`config.mk`:
```
export PLATFORM = sky130hd
export DESIGN_NAME = tcb_ctrl
export DESIGN_NICKNAME = d
export VERILOG_FILES = /design/src/hw/rtl/assert_macros.svh /design/src/hw/rtl/tcb_pkg.sv /design/src/hw/rtl/tcb_ctrl.sv
export SDC_FILE = /design/constraint.sdc
export NUM_CORES = 1
export LEC_CHECK = 0
export ABC_CLOCK_PERIOD_IN_PS = 3700
export BUFFER_PORTS_ARGS = -buffer_cell sky130_fd_sc_hd__buf_2
export CORE_ASPECT_RATIO = 0.9
export CORE_MARGIN = 5
export CORE_UTILIZATION = 30
export CTS_BUF_LIST = sky130_fd_sc_hd__clkbuf_4
export CTS_CLUSTER_SIZE = 30
export DETAILED_ROUTE_END_ITERATION = 12
export PLACE_DENSITY = 0.68
export SYNTH_ARGS = -nofsm -noshare
export SYNTH_HDL_FRONTEND = slang
export SYNTH_SLANG_ARGS = --single-unit
```
`constraint.sdc`:
```
create_clock -name clk -period 3.7 [get_ports clk]
set_clock_uncertainty 0.15 [all_clocks]
set_input_delay 0.37 -clock clk [delete_from_list [all_inputs] [get_ports clk]]
set_output_delay 0.37 -clock clk [all_outputs]
set_load 0.01 [all_outputs]
```
`src/hw/rtl/assert_macros.svh`:
```
// Assertion macros for RTL that checks its own logic.
`ifndef ASSERT_MACROS_SVH
`define ASSERT_MACROS_SVH
`ifndef ASSERT_OFF
`define ASSERT_PROP(label, clk, rst, prop) \
  label: assert property (@(posedge clk) disable iff (rst) prop) \
    else $error("%m: property failed");
`define ASSERT_NEVER(label, clk, rst, expr) \
  label: assert property (@(posedge clk) disable iff (rst) !(expr)) \
    else $error("%m: forbidden condition seen");
`else
`define ASSERT_PROP(label, clk, rst, prop)
`define ASSERT_NEVER(label, clk, rst, expr)
`endif
`endif

```
`src/hw/rtl/tcb_pkg.sv`:
```
package tcb_pkg;

  localparam int MAX_ROWS = 32;
  localparam int MAX_COLS = 128;
  localparam int ROW_W    = $clog2(MAX_ROWS);
  localparam int COL_W    = $clog2(MAX_COLS);
  localparam int ADDR_W   = ROW_W + COL_W;
  localparam int NROW_W   = 6;
  localparam int NCOL_W   = 8;

  localparam logic [7:0] CH_BS    = 8'd8;
  localparam logic [7:0] CH_LF    = 8'd10;
  localparam logic [7:0] CH_FF    = 8'd12;
  localparam logic [7:0] CH_CR    = 8'd13;
  localparam logic [7:0] CH_SPACE = 8'd32;

  localparam logic [1:0] CMD_PUT   = 2'd0;
  localparam logic [1:0] CMD_READ  = 2'd1;
  localparam logic [1:0] CMD_FRESH = 2'd2;

  localparam logic REG_NUM_ROWS = 1'b0;
  localparam logic REG_NUM_COLS = 1'b1;

  localparam logic [NROW_W-1:0] NUM_ROWS_RESET = 6'd24;
  localparam logic [NCOL_W-1:0] NUM_COLS_RESET = 8'd80;

  localparam logic [1:0] CUR_HOLD = 2'd0;
  localparam logic [1:0] CUR_FIX  = 2'd1;
  localparam logic [1:0] CUR_HOME = 2'd2;
  localparam logic [1:0] CUR_ADV  = 2'd3;

  localparam logic [1:0] WR_NONE  = 2'd0;
  localparam logic [1:0] WR_SWEEP = 2'd1;
  localparam logic [1:0] WR_FILL  = 2'd2;
  localparam logic [1:0] WR_PUT   = 2'd3;

  localparam logic [1:0] RD_NONE   = 2'd0;
  localparam logic [1:0] RD_ITEM   = 2'd1;
  localparam logic [1:0] RD_SCROLL = 2'd2;

  typedef struct packed {
    logic       load_item;
    logic [1:0] cur_op;
    logic       mask_clear;
    logic       scroll_start;
    logic [1:0] wr_op;
    logic [1:0] rd_op;
    logic       load_out;
  } tcb_cmd_t;

  typedef struct packed {
    logic [1:0] item_cmd;
    logic       ch_cr;
    logic       ch_lf;
    logic       ch_ff;
    logic       ch_bs;
    logic       need_scroll;
    logic       rows_one;
    logic       scan_col_last;
    logic       scan_row_last;
    logic       sweep_last;
    logic       copy_pend;
    logic       out_free;
  } tcb_status_t;

  function automatic logic [MAX_ROWS-1:0] all_rows_mask(input logic [NROW_W-1:0] rows);
    logic [MAX_ROWS:0] m;
    m = ({{MAX_ROWS{1'b0}}, 1'b1} << rows) - {{MAX_ROWS{1'b0}}, 1'b1};
    return m[MAX_ROWS-1:0];
  endfunction

endpackage

```
`src/hw/rtl/tcb_ctrl.sv`:
```
module tcb_ctrl
  import tcb_pkg::*;
(
  input  logic        clk,
  input  logic        rst,
  input  logic        req_valid,
  output logic        req_ready,
  input  tcb_status_t st,
  output tcb_cmd_t    cmd
);

  localparam logic [2:0] S_CLEAR  = 3'd0;
  localparam logic [2:0] S_IDLE   = 3'd1;
  localparam logic [2:0] S_DECODE = 3'd2;
  localparam logic [2:0] S_SCROLL = 3'd3;
  localparam logic [2:0] S_DRAIN  = 3'd4;
  localparam logic [2:0] S_FILL   = 3'd5;
  localparam logic [2:0] S_WRITE  = 3'd6;
  localparam logic [2:0] S_DONE   = 3'd7;

  logic [2:0] state;
  logic [2:0] state_next;
  logic       boot;
  logic       boot_next;

  always_ff @(posedge clk) begin
    if (rst) begin
      state <= S_CLEAR;
      boot  <= 1'b1;
    end else begin
      state <= state_next;
      boot  <= boot_next;
    end
  end

  always_comb begin
    cmd        = '0;
    state_next = state;
    boot_next  = boot;
    req_ready  = 1'b0;
    case (state)
      S_CLEAR: begin
        cmd.wr_op = WR_SWEEP;
        if (st.sweep_last) begin
          state_next = boot ? S_IDLE : S_DONE;
          boot_next  = 1'b0;
        end
      end
      S_IDLE: begin
        req_ready = 1'b1;
        if (req_valid) begin
          cmd.load_item = 1'b1;
          state_next    = S_DECODE;
        end
      end
      S_DECODE: begin
        state_next = S_DONE;
        case (st.item_cmd)
          CMD_PUT: begin
            if (st.ch_ff) begin
              cmd.cur_op     = CUR_HOME;
              cmd.mask_clear = 1'b1;
              state_next     = S_CLEAR;
            end else if (!st.ch_cr) begin
              cmd.cur_op = CUR_FIX;
              if (st.need_scroll) begin
                cmd.scroll_start = 1'b1;
                state_next       = st.rows_one ? S_FILL : S_SCROLL;
              end else if (!st.ch_lf && !st.ch_bs) begin
                state_next = S_WRITE;
              end
            end
          end
          CMD_READ:  cmd.rd_op = RD_ITEM;
          CMD_FRESH: cmd.mask_clear = 1'b1;
          default: ;
        endcase
      end
      S_SCROLL: begin
        cmd.rd_op = RD_SCROLL;
        if (st.scan_col_last && st.scan_row_last) begin
          state_next = S_DRAIN;
        end
      end
      S_DRAIN: state_next = S_FILL;
      S_FILL: begin
        cmd.wr_op = WR_FILL;
        if (st.scan_col_last) begin
          state_next = (st.ch_lf || st.ch_bs) ? S_DONE : S_WRITE;
        end
      end
      S_WRITE: begin
        cmd.wr_op  = WR_PUT;
        cmd.cur_op = CUR_ADV;
        state_next = S_DONE;
      end
      S_DONE: begin
        if (st.out_free) begin
          cmd.load_out = 1'b1;
          state_next   = S_IDLE;
        end
      end
      default: state_next = S_IDLE;
    endcase
  end

endmodule

```
**Word-level counts from Yosys, hierarchy flattened**

Index checks and enable logic that the tools add are counted.

- Flip-flop bits (word level): 4
- Input bits: 16
- Output and inout port bits: 11
- Logic and storage cells: 58

- Reductions and logical operators: 9
- Multiplexer cells: 33
- Equal/unequal tests: 14

Operator list:

| cell | number |
|---|---|
| 3-bit two-way mux | 11 |
| 3-bit one-hot mux with 8 select lines | 1 |
| 1-bit two-way mux | 14 |
| 3-bit == test, second input constant | 4 |
| 2-bit inequality test, second input constant | 5 |
| 2-bit one-hot mux with 2 select lines | 2 |
| 3-bit by 2-bit == test with 1-bit output, second input constant | 2 |
| 2-bit two-way mux | 3 |
| 2-bit one-hot mux with 3 select lines | 1 |
| 5-bit AND reduction | 1 |
| 3-bit by 1-bit == test with 1-bit output, second input constant | 1 |
| 3-bit zero test | 1 |
| 2-bit by 1-bit == test with 1-bit output, second input constant | 1 |
| 2-bit == test, second input constant | 1 |
| 1-bit logical AND | 2 |
| 1-bit zero test | 2 |
| 2-bit zero test | 1 |
| 1-bit one-hot mux with 2 select lines | 1 |
| 2-bit AND reduction | 1 |
| 1-bit logical OR | 1 |

**Depth between registers and ports, before layout**

Gate-level depths: netlist of run 1.

- Depth in word-level cells: 8
- Mapped depth: 6
- Depth with buffers taken out: 4

**Worst setup path after synthesis of run 1**

OpenSTA, ideal clock, no wires.

- Kind: reg-to-output
- Start point: register state[2]
- End point: output cmd[5] (netlist name)
- Arrival: 1.047 ns
- Data required time: 3.180 ns
- Buffers on the path: 2
- Stages on the path, launching flop included: 4
- Setup slack: 2.133 ns
- Path through: dfxtp_1 buf_4 buf_2 nor4_1

RTL lines:

| element | line | source |
|---|---|---|
| from (decl) | tcb_ctrl.sv:21 | `logic [2:0] state;` |
| from (signal assigned) | tcb_ctrl.sv:31 | `state <= state_next;` |
| to (decl) | tcb_ctrl.sv:9 | `output tcb_cmd_t cmd` |

==> results of run 1 <==
[how the worst max path moves through the flow]
| stage | from | end | depth (start not counted) | slack [ns] |
|---|---|---|---|---|
| 4_1_cts | state[2]$_SDFFE_PP0P_ | cmd[9] | 3 | 1.72 |
| 3_5_place_dp | state[2]$_SDFFE_PP0P_ | state[1]$_SDFFE_PP0P_ | 4 | 1.96 |
| 5_1_grt | state[2]$_SDFFE_PP0P_ | cmd[9] | 3 | 1.60 |
| 6_report | state[2]$_SDFFE_PP0P_ | cmd[9] | 3 | 1.72 |
| 3_3_place_gp | state[2]$_SDFFE_PP0P_ | state[1]$_SDFFE_PP0P_ | 4 | 1.96 |
| 2_1_floorplan | state[2]$_SDFFE_PP0P_ | cmd[5] | 3 | 2.13 |
[synthesized netlist by cell type, types with 4 or more instances]
cell,number
nor2_1,10
a21oi_1,6
nand2_1,4
dfxtp_1,4
nor4_1,4
[critical path, cell delays in order, from the launching register on]
cell and delay [ns]:
dfxtp_1 0.66, nor2_1 0.20, and3_1 0.22, buf_2 0.13
[cell type report]
| class | count | share of cell area |
|---|---|---|
| clock buffers | 3 | 0.0375 |
| inverters | 2 | 0.0125 |
| multi-input cells | 55 | 0.577 |
| flip-flops and latches | 4 | 0.133 |
| well taps | 15 | 0.0313 |
| repair buffers | 25 | 0.208 |
[power breakdown]
part | switching [µW] | total (µW) | internal [µW]
registers | 63.7 | 126 | 62.0
logic | 113 | 221 | 108
clock network | 16.5 | 52.7 | 36.2
total | 193 | 399 | 206
[sequential cells by signal, summed over array words and instances, names as in the netlist]
register,count
state,3
boot,1
[through the flow]
stage,std cells,cell area [µm²],total power [µW]
finish,104,601,399
global route,104,601,441
global placement,101,578,346
CTS,104,601,403
floorplan,65,459,294
detailed placement,101,578,346
[layer usage]
metal | wire, µm | up-vias | global-route usage
li1 | - | 289 | -
met1 | 588 | 234 | 0.150
met2 | 507 | 18 | 0.165
met3 | 114 | 0 | 0.0667
met4 | 0 | 0 | 0.0157
met5 | 0 | - | 0
[layout by cell type, fill, tap and decap left out, types with 2 or more instances in the layout]
cell type | Yosys | layout
nand2_1 | 4 | 4
and3_1 | 2 | 2
mux2i_1 | 2 | 2
inv_1 | 2 | 2
dfxtp_1 | 4 | 4
a21oi_1 | 6 | 6
nor3_1 | 2 | 2
nor2_1 | 10 | 10
buf_2 | 2 | 25
nor4_1 | 4 | 4
nand3_1 | 2 | 2
clkbuf_4 | 0 | 3
o21ai_0 | 2 | 2
o21ai_1 | 2 | 2
nand2b_1 | 2 | 2
[cell families after synthesis]
group | after synthesis
buffers and inverters | 6
DFF | 4
AOI/OAI and AO/OA | 17
xor gates and xnor gates | 1
and+or+nand+nor | 35
muxes | 2
==> metrics.cfg, run 1 <==
[status]
outcome = completed

[global_route]
grt_start_max_net_pins = 18
grt_overflow = 0
track_usage = 0.114
antenna_found_initial = 0
grt_pass1_wl_um = 2040
grt_pass1_vias = 447

[floorplan]
initial_core_util = 0.317
die-area_um2 = 2410
die_y_um = 47.1
ios = 27
core_area_um2 = 1450
fp.dieW_um = 51.2
rows = 13

[synthesis]
synth_xor_area_frac = 0.0191
syn_area_um2 = 459
synthSimpleGateAreaFrac = 0.433
synthAdderAreaFrac = 0
syn_avg_cell_area_um2 = 7.06
synth-seq-area-share = 0.174
synthDistinctLibCells = 32
synthArstFlopShare = 0
yosysWarnings = 0
syn-instance-count = 65
synthFlopType = dfxtp_1
syn-num-nets = 81
netlist.area_leader.share = 0.174
synth_edf_count = 0
synth.area.top_cells = dfxtp_1 (17%), nor2_1 (8.2%), a21oi_1 (6.5%), nor4_1 (5.4%), mux2i_1 (4.4%)
synth_seq_cells = 4
yosysTopAreaCell = dfxtp_1
synth_compound_area_frac = 0.259
synth_top_family_by_area = simple AND/OR/NAND/NOR gates
synth_mux_area_frac = 0.0436

[timing]
slew_headroom = 0.626
setup_ws_ns = 1.72
hold_viol_final = 0
fin_tns_setup_ns = 0
setup_viol = 0
rsz0062_at_grt = no
fin_crit_sh = 0.534
hold_slack_ns = 0.196
drv_slew = 0
period_minus_slack_ns = 1.98
tightest_slew_ns = 0.561
clock.fmax_mhz = 506

[hold_path]
hp-class = input port to flip-flop
hp-start = rst
whs_path_depth = 2
holdPathEnd = state[0]$_SDFFE_PP0P_

[pwr]
powerDensity_nw_per_um2 = 665
leakage_uw = 0.000291
peakVddDrop_mv = 0.341

[layout]
drive_gt1_frac = 0.348
multi_input_area_um2 = 347
fillers = 152
layout.nets = 107
regArea_um2 = 80.1
final_util = 0.415
area_growth_pct = 30.8
antenna_cells = 0

[place]
io_buffers = 25
post-dp-hpwl_um = 928
place_ws_ns = 1.96
gp_congestion = 0.826

[worst_setup_path]
rr_worst_depth = 4
cp-start-kind = flip-flop
crit_path_end_kind = primary output
critical_path_class = flip-flop to primary output
cp.required_ns = 3.18
rr_endpoint = state[1]$_SDFFE_PP0P_
rrSetupSlack_ns = 1.95
critical_path_arrival_ns = 1.46
r2r-start = state[2]$_SDFFE_PP0P_
path_max_fanout = 17

[clock_tree]
root_buffer = clkbuf_4
cts_max_level = 1
clkTransAtPathRegs_ns = 0.04
cts_hold_buffers = 0
cts_resized = 0
clk_path_buf_depth = 2
insertion_delay_ns = 0.23
cts.sinks = 4
post_cts_buffers = 0
numCtsBuffers = 3
cts_tree = yes

[routing]
postRouteAntennaNets = 0
routedWlPerCell_um = 11.6
first_pass_iters = 4
vias_per_cell = 5.20
drc_errors = 0
vias = 541
drt-initial-drc-count = 8
routed_wl_um = 1210

[job]
cap_viol_max_count = 0

Note: power is estimated with default switching activity, not from simulation.
==> run 2: changes to the inputs <==
ABC_CLOCK_PERIOD_IN_PS = 1700   (was 3700)
PLACE_DENSITY = 0.7   (was 0.68)
clock period = 1.7 ns   (was 3.7 ns; I/O delays follow)
==> run 2 against run 1 <==
  * Cell count is 4.8% higher
  * Total power is 140% higher
  * Die area stayed put
  * Utilization is 3.0 points higher
  * Sequential cell count stayed put
  * Via count is 5.9% higher
  * Combinational power grew to 2.8 times the previous value
  * Critical path type unchanged
  * Largest power group unchanged
  * Highest routed layer unchanged
==> metrics.cfg, run 2 (same netlist as run 1, synthesis figures left out) <==
[layout]
layout.nets = 112  ; +4.7%
drive_gt1_frac = 0.394  ; +0.0453
fillers = 147  ; -3.3%
fin_cells = 109  ; +4.8%
mostFrequentLayoutCells = buf_2 (25), nor2_1 (9), a21oi_1 (6)
antenna_cells = 0  ; unchanged
reg_top3 = state: 3 flops, boot: 1 flops
final_common_cell = buf_2
area_growth_pct = 40.3
largest_register_ffs = 3  ; unchanged
largest_register = state

[job]
cap_viol_max_count = 0  ; unchanged

[worst_setup_path]
cp-start-kind = flip-flop
path_cells = buf_4, nand2b_1, a21oi_1, buf_2
path_max_fanout = 9  ; -8
cpMaxStageDelayCell = dfxtp_1
crit_path_max_incr_delay_ns = 0.52  ; -0.14 ns
crit_path_end_kind = primary output
worst-path-buf-inv = 2  ; +1
critical_path_arrival_ns = 1.30  ; -0.16 ns
r2r-start = state[0]$_SDFFE_PP0P_
cp.required_ns = 1.38  ; -1.80 ns
critical_path_class = flip-flop to primary output
crit_family = flip-flops
crit_start = state[0]$_SDFFE_PP0P_

[pwr]
powerDensity_nw_per_um2 = 1490  ; +120%
combPwrFrac = 0.643  ; +0.090
finalPower_uw = 958  ; +140%
p_switching_uw = 448  ; +130%
peakVddDrop_mv = 0.723  ; +110%
pwr-share-clk = 0.123  ; -0.009
p_int_uw = 510  ; +150%
p_sw_frac = 0.468  ; -0.0157
leakage_uw = 0.000317  ; +8.8%
seqPwrFrac = 0.234  ; -0.081

[clock_tree]
cts_tree = yes
clkTransAtPathRegs_ns = 0.04  ; about the same
post_cts_buffers = 0  ; unchanged
insertion_delay_ns = 0.23  ; about the same
clk_path_buf_depth = 2  ; unchanged
cts.sinks = 4  ; unchanged
cts_max_level = 1  ; unchanged
numCtsBuffers = 3  ; unchanged
root_buffer = clkbuf_4

[routing]
vias_per_cell = 5.26  ; +1.1%
drc_errors = 0  ; unchanged
route.met2.wl_um = 572  ; +13%
routedWlPerCell_um = 12.1  ; +3.9%
wl_met1_um = 659  ; +12%
postRouteAntennaNets = 0  ; unchanged
routed_wl_um = 1320  ; +8.9%
route.met3.wl_um = 84  ; -26%
maxUsedRoutingLayer = met3
drt-initial-drc-count = 9  ; +1
vias = 573  ; +5.9%
first_pass_iters = 4  ; unchanged

[hold_path]
hp-start = st[2]
hp-class = input port to flip-flop

[timing]
hold_viol_final = 0  ; unchanged
slew_headroom = 0.769  ; +0.144
drv_slew = 0  ; unchanged
period_minus_slack_ns = 1.62
clock.fmax_mhz = 617
setup_ws_ns = 0.0803  ; -1.64 ns
rsz0062_at_grt = yes
fin_tns_setup_ns = 0  ; unchanged
setup_viol = 0  ; unchanged
tightest_slew_ns = 0.346  ; -0.215 ns
fin_crit_sh = 0.953

[global_route]
track_usage = 0.124  ; +0.0108
grt_pass1_wl_um = 2300  ; +13%
antenna_found_initial = 0  ; unchanged
grt_start_max_net_pins = 13  ; -5
grt_overflow = 0  ; unchanged
grt_pass1_vias = 520  ; +16%

[place]
io_buffers = 25  ; unchanged
gp_congestion = 0.847  ; +2.7%
placedCellCount = 105  ; +4.0%
place_ws_ns = 0.238  ; -1.72 ns
post-dp-hpwl_um = 1070  ; +15%

[floorplan]
initial_core_util = 0.317  ; unchanged
die-area_um2 = 2410  ; unchanged
core_area_um2 = 1450  ; unchanged
fp.dieW_um = 51.2  ; unchanged
die_y_um = 47.1  ; unchanged
ios = 27  ; unchanged
rows = 13  ; unchanged

[status]
outcome = completed

[run 2: changes by cell type in the layout (fill, tap and decap cells not counted)]
cell | before | now
dlygate4sd3_1 | 0 | 1
buf_4 | 0 | 4
nor2_1 | 10 | 9
dfxtp_2 | 0 | 1
dfxtp_1 | 4 | 3
nor2_2 | 0 | 1
[run 2: per-layer routing]
metal  global-route usage  up-vias
met5                    0        -
met4               0.0157        0
met3               0.0444        0
met2                0.203       13
met1                0.164      257
li1                     -      303
[run 2: final timing paths]
path         slack, ns  cells past startpoint               endpoint
max reg2reg       0.24                      4  state[1]$_SDFFE_PP0P_
min reg2reg       0.36                      1      boot$_SDFFE_PP1P_
max               0.08                      4                 cmd[4]
min               0.12                      3      boot$_SDFFE_PP1P_
[run 2: what timing repair did]
item,CTS,global route
endpoints found under the hold margin,1,0
hold buffers,1,0
endpoints found under the setup margin,0,4
resized for setup,0,2
[run 2: area by class of cell]
class	instances	area, µm²	area share
Multi-Input combinational cell	55	349	0.542
Inverter	2	7.51	0.0117
Tap cell	15	18.8	0.0291
Clock buffer	3	22.5	0.0350
Timing Repair Buffer	30	165	0.256
Sequential cell	4	81.3	0.126
[run 2: power by group through the flow]
stage,clock [µW],sequential [µW],combinational [µW]
global placement,0,217,598
global route,129,232,698
CTS,122,218,612
floorplan,0,175,465
finish,118,224,616
detailed placement,0,219,607
[run 2: stage by stage]
stage | util | hold slack [ns] | instance area, µm²
global placement | 0.420 | 0.232 | 608
detailed placement | 0.420 | 0.242 | 608
CTS | 0.443 | 0.113 | 641
floorplan | - | 0.0879 | 459
finish | 0.445 | 0.122 | 644
global route | 0.445 | 0.132 | 644
[run 2: worst reg2reg max path, delay by kind of cell, from the launching register on]
family           cells  cell delay, ns
AO/OA/AOI/OAI        3            0.44
flip-flops           1            0.52
AND/OR/NAND/NOR      1            0.24
==> run 3: changes to the inputs <==
CTS_BUF_LIST = sky130_fd_sc_hd__clkbuf_16   (was sky130_fd_sc_hd__clkbuf_4)
==> run 3 against run 2 <==
  * Non-clock buffer count down 1
  * Cell area up 6.6%
  * Critical path depth stayed put
  * Utilization rose by 2.9 points
  * Largest power group unchanged
  * Global-route usage is 0.14 points lower
  * Worst hold slack got worse by 0.11 ns
  * Cell count down 0.92%
  * Combinational power is essentially flat
  * Die area unchanged
  * Clock power increased to 3.1 times the previous value
  * Setup slack better by 0.015 ns
  * Sequential share of layout area down 0.78 points
==> metrics.cfg, run 3 (same netlist as run 1, synthesis figures left out) <==
[status]
outcome = completed

[layout]
drive_gt1_frac = 0.398  ; +0.00423
regArea_um2 = 81.3  ; unchanged
fillers = 143  ; -2.7%
mostFrequentLayoutCells = buf_2 (25), nor2_1 (9), a21oi_1 (6)
fin_cells = 108  ; -0.92%
reg_top3 = state: 3 flops, boot: 1 flops
multi_input_area_um2 = 349  ; unchanged
antenna_cells = 0  ; unchanged
area_growth_pct = 49.6
layout.nets = 111  ; -0.89%
final_common_cell = buf_2
largest_register_ffs = 3  ; unchanged
largest_register = state

[place]
placedCellCount = 105  ; unchanged
io_buffers = 25  ; unchanged
post-dp-hpwl_um = 1070  ; unchanged
gp_congestion = 0.847  ; unchanged
place_ws_ns = 0.238  ; unchanged

[clock_tree]
cts_max_level = 1  ; unchanged
insertion_delay_ns = 0.22  ; about the same
cts.sinks = 4  ; unchanged
numCtsBuffers = 3  ; unchanged
clkTransAtPathRegs_ns = 0.03  ; about the same
post_cts_buffers = 0  ; unchanged
cts_tree = yes
clk_path_buf_depth = 2  ; unchanged
root_buffer = clkbuf_16

[timing]
drv_slew = 0  ; unchanged
clock.fmax_mhz = 623  ; +0.93%
rsz0062_at_grt = no
setup_ws_ns = 0.0953  ; +0.0150 ns
fin_tns_setup_ns = 0  ; unchanged
setup_viol = 0  ; unchanged
period_minus_slack_ns = 1.60  ; -0.0150 ns
tightest_slew_ns = 0.346  ; -0.00000513 ns
hold_viol_final = 0  ; unchanged
slew_headroom = 0.769  ; about the same
fin_crit_sh = 0.944  ; -0.00881

[worst_setup_path]
crit_path_end_kind = primary output
critical_path_class = flip-flop to primary output
critical_path_arrival_ns = 1.28  ; -0.02 ns
cp.required_ns = 1.38  ; about the same
path_max_fanout = 9  ; unchanged
cp-start-kind = flip-flop

[hold_path]
hp-class = input port to flip-flop

[global_route]
antenna_found_initial = 0  ; unchanged
grt_pass1_vias = 515  ; -0.96%
track_usage = 0.123  ; -0.00136
grt_overflow = 0  ; unchanged
grt_start_max_net_pins = 13  ; unchanged
grt_pass1_wl_um = 2260  ; -1.5%

[floorplan]
die_y_um = 47.1  ; unchanged
initial_core_util = 0.317  ; unchanged
ios = 27  ; unchanged
die-area_um2 = 2410  ; unchanged
fp.dieW_um = 51.2  ; unchanged
rows = 13  ; unchanged
core_area_um2 = 1450  ; unchanged

[routing]
vias = 573  ; unchanged
drt-initial-drc-count = 5  ; -4
first_pass_iters = 4  ; unchanged
route.met3.wl_um = 83  ; -1.2%
maxUsedRoutingLayer = met3
routed_wl_um = 1310  ; -0.61%
routedWlPerCell_um = 12.1  ; +0.31%
postRouteAntennaNets = 0  ; unchanged
route.met2.wl_um = 569  ; -0.52%
wl_met1_um = 655  ; -0.61%
vias_per_cell = 5.31  ; +0.93%
drc_errors = 0  ; unchanged

[pwr]
peakVddDrop_mv = 0.878  ; +21%
finalPower_uw = 1200  ; +25%
powerDensity_nw_per_um2 = 1750  ; +17%
leakage_uw = 0.000336  ; +6.0%

[job]
cap_viol_max_count = 0  ; unchanged

## run 3: worst max-delay path, stage by stage (launching register included)
cell and delay [ns]:
dfxtp_1 0.51, buf_4 0.22, nand2b_1 0.06, a21oi_1 0.13, buf_2 0.15
## run 3: metrics by stage
| step | utilization | hold WS [ns] | area (µm²) |
|---|---|---|---|
| finish | 0.475 | 0.0143 | 687 |
| global route | 0.475 | 0.0405 | 687 |
| CTS | 0.472 | 0.0129 | 683 |
| detailed placement | 0.420 | 0.242 | 608 |
| global placement | 0.420 | 0.232 | 608 |
| floorplan | - | 0.0879 | 459 |
## run 3: timing repair
item                                    CTS  global route
endpoints found under the setup margin    0             3
endpoints found under the hold margin     0             0
resized for setup                         0             2
hold buffers                              0             0
## run 3: where the power goes
group	switching (µW)	total, µW	internal [µW]
clock network	60.5	360	300
registers	86.4	225	138
logic	324	615	291
total	470	1200	729
## run 3: worst paths after layout
| path | startpoint | end | slack (ns) | cells past startpoint |
|---|---|---|---|---|
| worst min-delay path | rst | state[0]$_SDFFE_PP0P_ | 0.01 | 2 |
| worst max-delay path | state[0]$_SDFFE_PP0P_ | cmd[4] | 0.1 | 4 |
| worst min register to register | boot$_SDFFE_PP1P_ | boot$_SDFFE_PP1P_ | 0.35 | 1 |
| worst max register to register | state[0]$_SDFFE_PP0P_ | state[1]$_SDFFE_PP0P_ | 0.24 | 4 |
## run 3: layout make-up
cell class | instances | share of cell area
timing repair buffer | 29 | 0.226
tap | 15 | 0.0273
clock buffer | 3 | 0.109
multi-input combinational | 55 | 0.508
sequential | 4 | 0.118
inverter | 2 | 0.0109
## run 3: routing by layer
metal  vias to the layer above  track usage
li1                        301            -
met1                       260        0.161
met2                        12        0.203
met3                         0       0.0444
met4                         0       0.0157
met5                         -            0
